--- src/rtl/core/plst_pkg.sv ---
// Package for the positional list engine.
// Holds the operation and status codes, field widths and the item and result structs.
// No dependencies.
package plst_pkg;

  localparam int unsigned KindW       = 3;
  localparam int unsigned ValueW      = 32;
  localparam int unsigned PosW        = 8;
  localparam int unsigned StatusW     = 2;
  localparam int unsigned EntryCountW = 5;
  localparam int unsigned InDataW     = 40;
  localparam int unsigned OutDataW    = 40;

  typedef enum logic [KindW-1:0] {
    KindInsFront = 3'd0,
    KindInsEnd   = 3'd1,
    KindInsPos   = 3'd2,
    KindDelFront = 3'd3,
    KindDelEnd   = 3'd4,
    KindDelPos   = 3'd5
  } kind_e;

  typedef enum logic [StatusW-1:0] {
    StOk    = 2'd0,
    StEmpty = 2'd1,
    StFull  = 2'd2,
    StRange = 2'd3
  } status_e;

  typedef struct packed {
    kind_e                    kind;
    logic signed [ValueW-1:0] value;
    logic [PosW-1:0]          position;
  } item_t;

  typedef struct packed {
    logic signed [ValueW-1:0] removed_value;
    status_e                  status;
    logic [EntryCountW-1:0]   entry_count;
  } result_t;

endpackage

--- src/rtl/core/plst_in_stage.sv ---
// Input register of the positional list engine.
// Captures one beat from the slave side and holds it until the list stage takes it.
// Depends on plst_pkg.
module plst_in_stage (
  input  logic          clk_i,
  input  logic          rst_ni,
  input  logic          in_valid_i,
  output logic          in_ready_o,
  input  plst_pkg::item_t item_i,
  output logic          item_valid_o,
  output plst_pkg::item_t item_o,
  input  logic          take_i
);
  import plst_pkg::*;

  logic  valid_q;
  item_t item_q;

  assign in_ready_o   = !valid_q || take_i;
  assign item_valid_o = valid_q;
  assign item_o       = item_q;

  always_ff @(posedge clk_i or negedge rst_ni) begin
    if (!rst_ni) begin
      valid_q <= 1'b0;
    end else if (in_valid_i && in_ready_o) begin
      valid_q <= 1'b1;
    end else if (take_i) begin
      valid_q <= 1'b0;
    end
  end

  always_ff @(posedge clk_i) begin
    if (in_valid_i && in_ready_o) begin
      item_q <= item_i;
    end
  end

endmodule

--- src/rtl/core/plst_store.sv ---
// List storage, operation decode and result register of the positional list engine.
// Applies one insert or delete to the entry array by a parallel shift of the entries.
// Depends on plst_pkg.
module plst_store #(
  parameter int unsigned DEPTH = 16
) (
  input  logic              clk_i,
  input  logic              rst_ni,
  input  logic              item_valid_i,
  input  plst_pkg::item_t   item_i,
  output logic              take_o,
  output logic              res_valid_o,
  input  logic              res_ready_i,
  output plst_pkg::result_t result_o
);
  import plst_pkg::*;

  localparam int unsigned CW = $clog2(DEPTH + 1);
  localparam int unsigned IW = $clog2(DEPTH);
  localparam int unsigned WW = ((CW > PosW) ? CW : PosW) + 1;

  logic [ValueW-1:0] entries_q [DEPTH];
  logic [ValueW-1:0] entries_d [DEPTH];
  logic [ValueW-1:0] up_src    [DEPTH];
  logic [ValueW-1:0] dn_src    [DEPTH];
  logic [CW-1:0]     count_q, count_d;
  logic              res_valid_q;
  result_t           result_q, result_d;

  logic [WW-1:0]     pos_w, pos_m1, cnt_w, idx_w;
  logic [IW-1:0]     idx;
  logic              full, empty, do_ins, do_del, adv;
  status_e           status;
  logic [CW+EntryCountW-1:0] cnt_ext;

  assign adv         = item_valid_i && (!res_valid_q || res_ready_i);
  assign take_o      = adv;
  assign res_valid_o = res_valid_q;
  assign result_o    = result_q;

  for (genvar g = 0; g < DEPTH; g++) begin : g_src
    if (g == 0) begin : g_first
      assign up_src[g] = item_i.value;
    end else begin : g_rest
      assign up_src[g] = entries_q[g-1];
    end
    if (g == DEPTH - 1) begin : g_last
      assign dn_src[g] = entries_q[g];
    end else begin : g_inner
      assign dn_src[g] = entries_q[g+1];
    end
  end

  always_comb begin
    pos_w  = WW'(item_i.position);
    pos_m1 = pos_w - WW'(1);
    cnt_w  = WW'(count_q);
    full   = (count_q == CW'(DEPTH));
    empty  = (count_q == '0);
    status = StOk;
    do_ins = 1'b0;
    do_del = 1'b0;
    idx_w  = '0;
    unique case (item_i.kind)
      KindInsFront, KindInsEnd, KindInsPos: begin
        if (full) begin
          status = StFull;
        end else begin
          do_ins = 1'b1;
          if (item_i.kind == KindInsEnd) begin
            idx_w = cnt_w;
          end else if (item_i.kind == KindInsPos && pos_w != '0) begin
            idx_w = (pos_m1 > cnt_w) ? cnt_w : pos_m1;
          end
        end
      end
      KindDelFront, KindDelEnd, KindDelPos: begin
        if (empty) begin
          status = StEmpty;
        end else if (item_i.kind == KindDelEnd) begin
          do_del = 1'b1;
          idx_w  = cnt_w - WW'(1);
        end else if (item_i.kind == KindDelPos) begin
          if (pos_w == '0 || pos_w > cnt_w) begin
            status = StRange;
          end else begin
            do_del = 1'b1;
            idx_w  = pos_m1;
          end
        end else begin
          do_del = 1'b1;
        end
      end
      default: begin
      end
    endcase
    idx = idx_w[IW-1:0];

    count_d = count_q;
    if (do_ins) begin
      count_d = count_q + CW'(1);
    end else if (do_del) begin
      count_d = count_q - CW'(1);
    end

    for (int i = 0; i < DEPTH; i++) begin
      entries_d[i] = entries_q[i];
      if (do_ins) begin
        if (IW'(i) == idx) begin
          entries_d[i] = item_i.value;
        end else if (IW'(i) > idx) begin
          entries_d[i] = up_src[i];
        end
      end else if (do_del && IW'(i) >= idx) begin
        entries_d[i] = dn_src[i];
      end
    end

    cnt_ext                = {{EntryCountW{1'b0}}, count_d};
    result_d.removed_value = do_del ? entries_q[idx] : '0;
    result_d.status        = status;
    result_d.entry_count   = cnt_ext[EntryCountW-1:0];
  end

  always_ff @(posedge clk_i or negedge rst_ni) begin
    if (!rst_ni) begin
      count_q     <= '0;
      res_valid_q <= 1'b0;
    end else begin
      if (adv) begin
        count_q     <= count_d;
        res_valid_q <= 1'b1;
      end else if (res_ready_i) begin
        res_valid_q <= 1'b0;
      end
    end
  end

  always_ff @(posedge clk_i) begin
    if (adv) begin
      result_q <= result_d;
      if (do_ins || do_del) begin
        entries_q <= entries_d;
      end
    end
  end

endmodule

--- src/rtl/core/positional_list_engine_top.sv ---
// Positional list engine: an accepted beat passes the input register, then the result
// register. Throughput one beat per cycle while the output is ready. The entry registers
// shift in parallel, so each operation sees the list left by the one before it.
// Reset clears the entry count and both handshake registers; the list reads as empty.
// Depends on plst_pkg, plst_in_stage and plst_store.
module positional_list_engine_top #(
  parameter int unsigned DEPTH = 16
) (
  input  logic        clk_i,
  input  logic        rst_ni,
  input  logic        s_axis_tvalid,
  output logic        s_axis_tready,
  input  logic [39:0] s_axis_tdata,  // value [31:0], position [39:32]
  input  logic [2:0]  s_axis_tuser,  // kind [2:0]
  output logic        m_axis_tvalid,
  input  logic        m_axis_tready,
  output logic [39:0] m_axis_tdata,  // removed_value [31:0], entry_count [36:32], zero fill
  output logic [1:0]  m_axis_tuser   // status [1:0]
);
  import plst_pkg::*;

  item_t   in_item, stage_item;
  result_t result;
  logic    stage_valid, take;

  assign in_item.kind     = kind_e'(s_axis_tuser);
  assign in_item.value    = s_axis_tdata[31:0];
  assign in_item.position = s_axis_tdata[39:32];

  plst_in_stage u_in_stage (
    .clk_i        (clk_i),
    .rst_ni       (rst_ni),
    .in_valid_i   (s_axis_tvalid),
    .in_ready_o   (s_axis_tready),
    .item_i       (in_item),
    .item_valid_o (stage_valid),
    .item_o       (stage_item),
    .take_i       (take)
  );

  plst_store #(
    .DEPTH (DEPTH)
  ) u_store (
    .clk_i        (clk_i),
    .rst_ni       (rst_ni),
    .item_valid_i (stage_valid),
    .item_i       (stage_item),
    .take_o       (take),
    .res_valid_o  (m_axis_tvalid),
    .res_ready_i  (m_axis_tready),
    .result_o     (result)
  );

  assign m_axis_tdata = {3'b000, result.entry_count, result.removed_value};
  assign m_axis_tuser = result.status;

endmodule

--- config.mk ---
export PLATFORM = sky130hd
export DESIGN_NAME = positional_list_engine_top
export DESIGN_NICKNAME = d
export VERILOG_FILES = /design/src/rtl/core/plst_pkg.sv /design/src/rtl/core/plst_in_stage.sv /design/src/rtl/core/plst_store.sv /design/src/rtl/core/positional_list_engine_top.sv
export SDC_FILE = /design/constraint.sdc
export NUM_CORES = 1
export LEC_CHECK = 0
export BUFFER_PORTS_ARGS = -buffer_cell sky130_fd_sc_hd__buf_2
export CORE_MARGIN = 2
export CORE_UTILIZATION = 40
export DETAILED_ROUTE_END_ITERATION = 10
export PLACE_DENSITY = 0.58
export SYNTH_ARGS = -nofsm -noshare
export SYNTH_HDL_FRONTEND = slang
export SYNTH_SLANG_ARGS = --single-unit
--- constraint.sdc ---
create_clock -name clk_i -period 6.99 [get_ports clk_i]
set_clock_uncertainty 0.05 [all_clocks]
set_input_delay 0.3495 -clock clk_i [delete_from_list [all_inputs] [get_ports clk_i]]
set_output_delay 0.3495 -clock clk_i [all_outputs]
set_load 0.005 [all_outputs]
==> flow_metrics.tcl <==
set metrics [dict create \
    final_nets 3248 \
    h-tree-depth 3 \
    drc 0 \
    dr.pass1.iters 5 \
    post-route-min-period_ns 5.77 \
    area_growth_pct 11.9 \
    start_util 0.403 \
    worst-path-buf-inv 2 \
    overflow 0 \
    critPathMaxFanout 16 \
    vias_per_cell 5.92 \
    clkLatencyLatePin_ns 0.64 \
    numCtsBuffers 70 \
    path_cells "inv_1, ha_1, or4b_1, nand2_1, ha_1, o21a_1, o22ai_1, a21o_1, a31oi_1, o2bb2ai_1, nor2_2, nor2_1, a21oi_4, buf_4" \
    synth_area_leaders "edfxtp_1 52%, mux2i_1 18%, nand2_1 8.1%" \
    tritoncts "built" \
    grt_usage 0.253 \
    dpl.cell_count 4214 \
    cts-root-buf "clkbuf_16" \
    setup_viol_count_final 0 \
    slew_viol_final 0 \
    layout_setup_ws_ns 1.22 \
    power_mw 12.4 \
    ys_seq_area_frac 0.526 \
    row_count 107 \
    start_kind "flip-flop" \
    core-area_sq_mm 0.0850 \
    antenna_found_initial 3 \
    end_kind "flip-flop" \
    finalHoldViolations 0 \
    utilization 0.451 \
    synth_warnings 0 \
    status "completed" \
    holdCritPathClass "input pin to asynchronous set/reset pin" \
    detail-route-antenna-nets 0 \
    drt_iter0_drc 3269 \
    max-slew-margin-rel 0.250 \
    powerDensity_mw_per_mm2 323 \
    die_x_um 297 \
    grt_pass1_vias 24400 \
    whs_ns 0.0767 \
    ys.flop_type "edfxtp_1" \
    crit_top_cell "ha_1" \
    die_area_sq_mm 0.0880 \
    finalWirelength_um 115000 \
    post-route-period-util 0.825 \
    dpl_cell_area_sq_mm 0.0356 \
    peakVddDrop_uv 179 \
    crit_type "flip-flop to flip-flop" \
    syn_area_sq_mm 0.0343 \
    synth_top_area_frac 0.521 \
    fmax_ghz 0.173 \
    vias 26000 \
    gp_congestion 0.853 \
    stdcell_area_sq_mm 0.0383 \
    io_buffer_count 87 \
    cp_slowest_cell "a21oi_4" \
    maxCapViolCount 0 \
    cpLargestDelayFamily "simple AND/OR/NAND/NOR gates" \
    io_pins 91 \
    r2r_slack_ns 1.22 \
    yosysTopAreaCell "edfxtp_1" \
    path_clk_slew_ns 0.06 \
    cts_resized 0 \
    crit_required_ns 7.23 \
    ys_seq_elements 601 \
    clockBufferDepth 3 \
    setup_tns_ns 0 \
    cpPeakStageDelay_ns 0.97 \
    wl_per_cell_um 26.1 \
    die_h_um 297 \
    reg2reg_depth 14 \
    worst-path-stages 14 \
    pre_cts_ws_ns 1.28 \
    grt_pass1_wl_um 167000 \
    netlist_instances 3193 \
    synth_edf_count 594 \
    p_leak_nw 15.2 \
    dpl.hpwl_um 66900 \
    drive_above_1_share 0.108 \
    rsz0062_at_grt "false" \
    async_flop_share 0.0116 \
    ys_types 71 \
    cts.sinks 601 \
    avgSynthCellArea_sq_um 10.7 \
    arrival_ns 6.01 \
    worstMarginPinSlew_ns 1.12 \
    grt_max_degree 243 \
    num-fill-cells 7974 \
    stdcell_count 4386 \
]
-- placed cells by master, fill, tap and decap left out, types with 4 or more instances in the layout --
| master | netlist | final |
|---|---|---|
| a21oi_1 | 23 | 20 |
| a221oi_1 | 7 | 7 |
| a22oi_1 | 72 | 72 |
| a31oi_1 | 75 | 75 |
| a32oi_1 | 4 | 4 |
| buf_12 | 0 | 11 |
| buf_2 | 63 | 87 |
| buf_4 | 47 | 54 |
| bufinv_16 | 0 | 5 |
| clkbuf_1 | 153 | 10 |
| clkbuf_16 | 0 | 72 |
| clkinv_1 | 0 | 19 |
| clkinv_2 | 0 | 10 |
| dfrtp_1 | 7 | 7 |
| dlygate4sd3_1 | 0 | 46 |
| edfxtp_1 | 594 | 594 |
| ha_1 | 13 | 13 |
| inv_1 | 13 | 11 |
| mux2_2 | 43 | 43 |
| mux2i_1 | 617 | 617 |
| nand2_1 | 737 | 735 |
| nand2b_1 | 11 | 11 |
| nand3_1 | 15 | 12 |
| nand3_4 | 0 | 4 |
| nand4_1 | 46 | 46 |
| nor2_1 | 94 | 84 |
| nor2_4 | 2 | 14 |
| nor2b_1 | 5 | 5 |
| nor3_1 | 14 | 12 |
| nor3_4 | 7 | 10 |
| o211ai_1 | 26 | 26 |
| o21ai_0 | 310 | 310 |
| o21ai_1 | 86 | 85 |
| o2bb2ai_1 | 8 | 8 |
| xnor2_1 | 10 | 10 |
-- cells in the mapped netlist (8+ instances only) --
cell,n
a21oi_1,23
a22oi_1,72
a31oi_1,75
buf_2,63
buf_4,47
clkbuf_1,153
edfxtp_1,594
ha_1,13
inv_1,13
mux2_2,43
mux2i_1,617
nand2_1,737
nand2b_1,11
nand3_1,15
nand4_1,46
nor2_1,94
nor3_1,14
o211ai_1,26
o21ai_0,310
o21ai_1,86
o2bb2ai_1,8
xnor2_1,10
-- cells by family after synthesis --
kind of cell	after synthesis	share of synthesized area
adder cells (fa/ha/maj)	13	0.00475
flip-flops	601	0.526
multiplexers	660	0.194
other	1	0.000109
AO/OA/AOI/OAI	649	0.112
AND/OR/NAND/NOR	967	0.119
buffers and inverters	290	0.0417
XOR/XNOR	12	0.00307
-- flip-flops by register name, summed over array words and instances, names as in the netlist --
name,cells
u_in_stage.item_o,43
u_store.dn_src,480
u_in_stage.item_valid_o,1
u_store.result_o,39
u_store.entries_q,32
u_store.res_valid_o,1
u_store.count_q,5
-- area by class of cell --
type,instances,area [sq um],share of cell area
Antenna cell,1,2.50,0.0000653
Inverter,13,48.8,0.00127
Tap cell,1144,1430,0.0373
Clock buffer,85,1880,0.0491
Clock inverter,40,370,0.00966
Multi-Input combinational cell,2304,15100,0.393
Sequential cell,601,18000,0.470
Timing Repair Buffer,198,1520,0.0397
-- power breakdown --
group	switching (mW)	internal (mW)	total, mW	leakage [nW]
combinational	2.35	1.19	3.54	8.43
sequential	0.444	4.70	5.14	5.64
clock	1.58	2.11	3.69	1.10
total	4.37	8.00	12.4	15.2
-- per-layer routing --
metal  part of all wire  global-route usage  vias to the layer above
met1               0.45               0.373                    12900
li1                   -                   -                    11800
met4              0.029              0.0760                        0
met2               0.45               0.388                     1105
met5                  0                   0                        -
met3              0.073              0.0332                      179
-- repair_timing --
item / 4_1_cts / 5_1_grt
buffers inserted: 0 / 0
hold buffers: 46 / 0
hold endpoints to repair: 52 / 0
-- path summary, 6_finish.rpt --
path | from | end
max | u_in_stage.item_o[0]$_DFFE_PP_ | u_store.dn_src[135]$_DFFE_PP_
min reg2reg | u_in_stage.item_valid_o$_DFFE_PN0P_ | u_store.res_valid_o$_DFFE_PN0P_
max in group asynchronous | rst_ni | u_store.count_q[3]$_DFFE_PN0P_
max reg2reg | u_in_stage.item_o[0]$_DFFE_PP_ | u_store.dn_src[135]$_DFFE_PP_
min | rst_ni | u_store.count_q[0]$_DFFE_PN0P_
min in group clk_i | s_axis_tdata[22] | u_in_stage.item_o[30]$_DFFE_PP_
(Power assumes the default switching activity.)
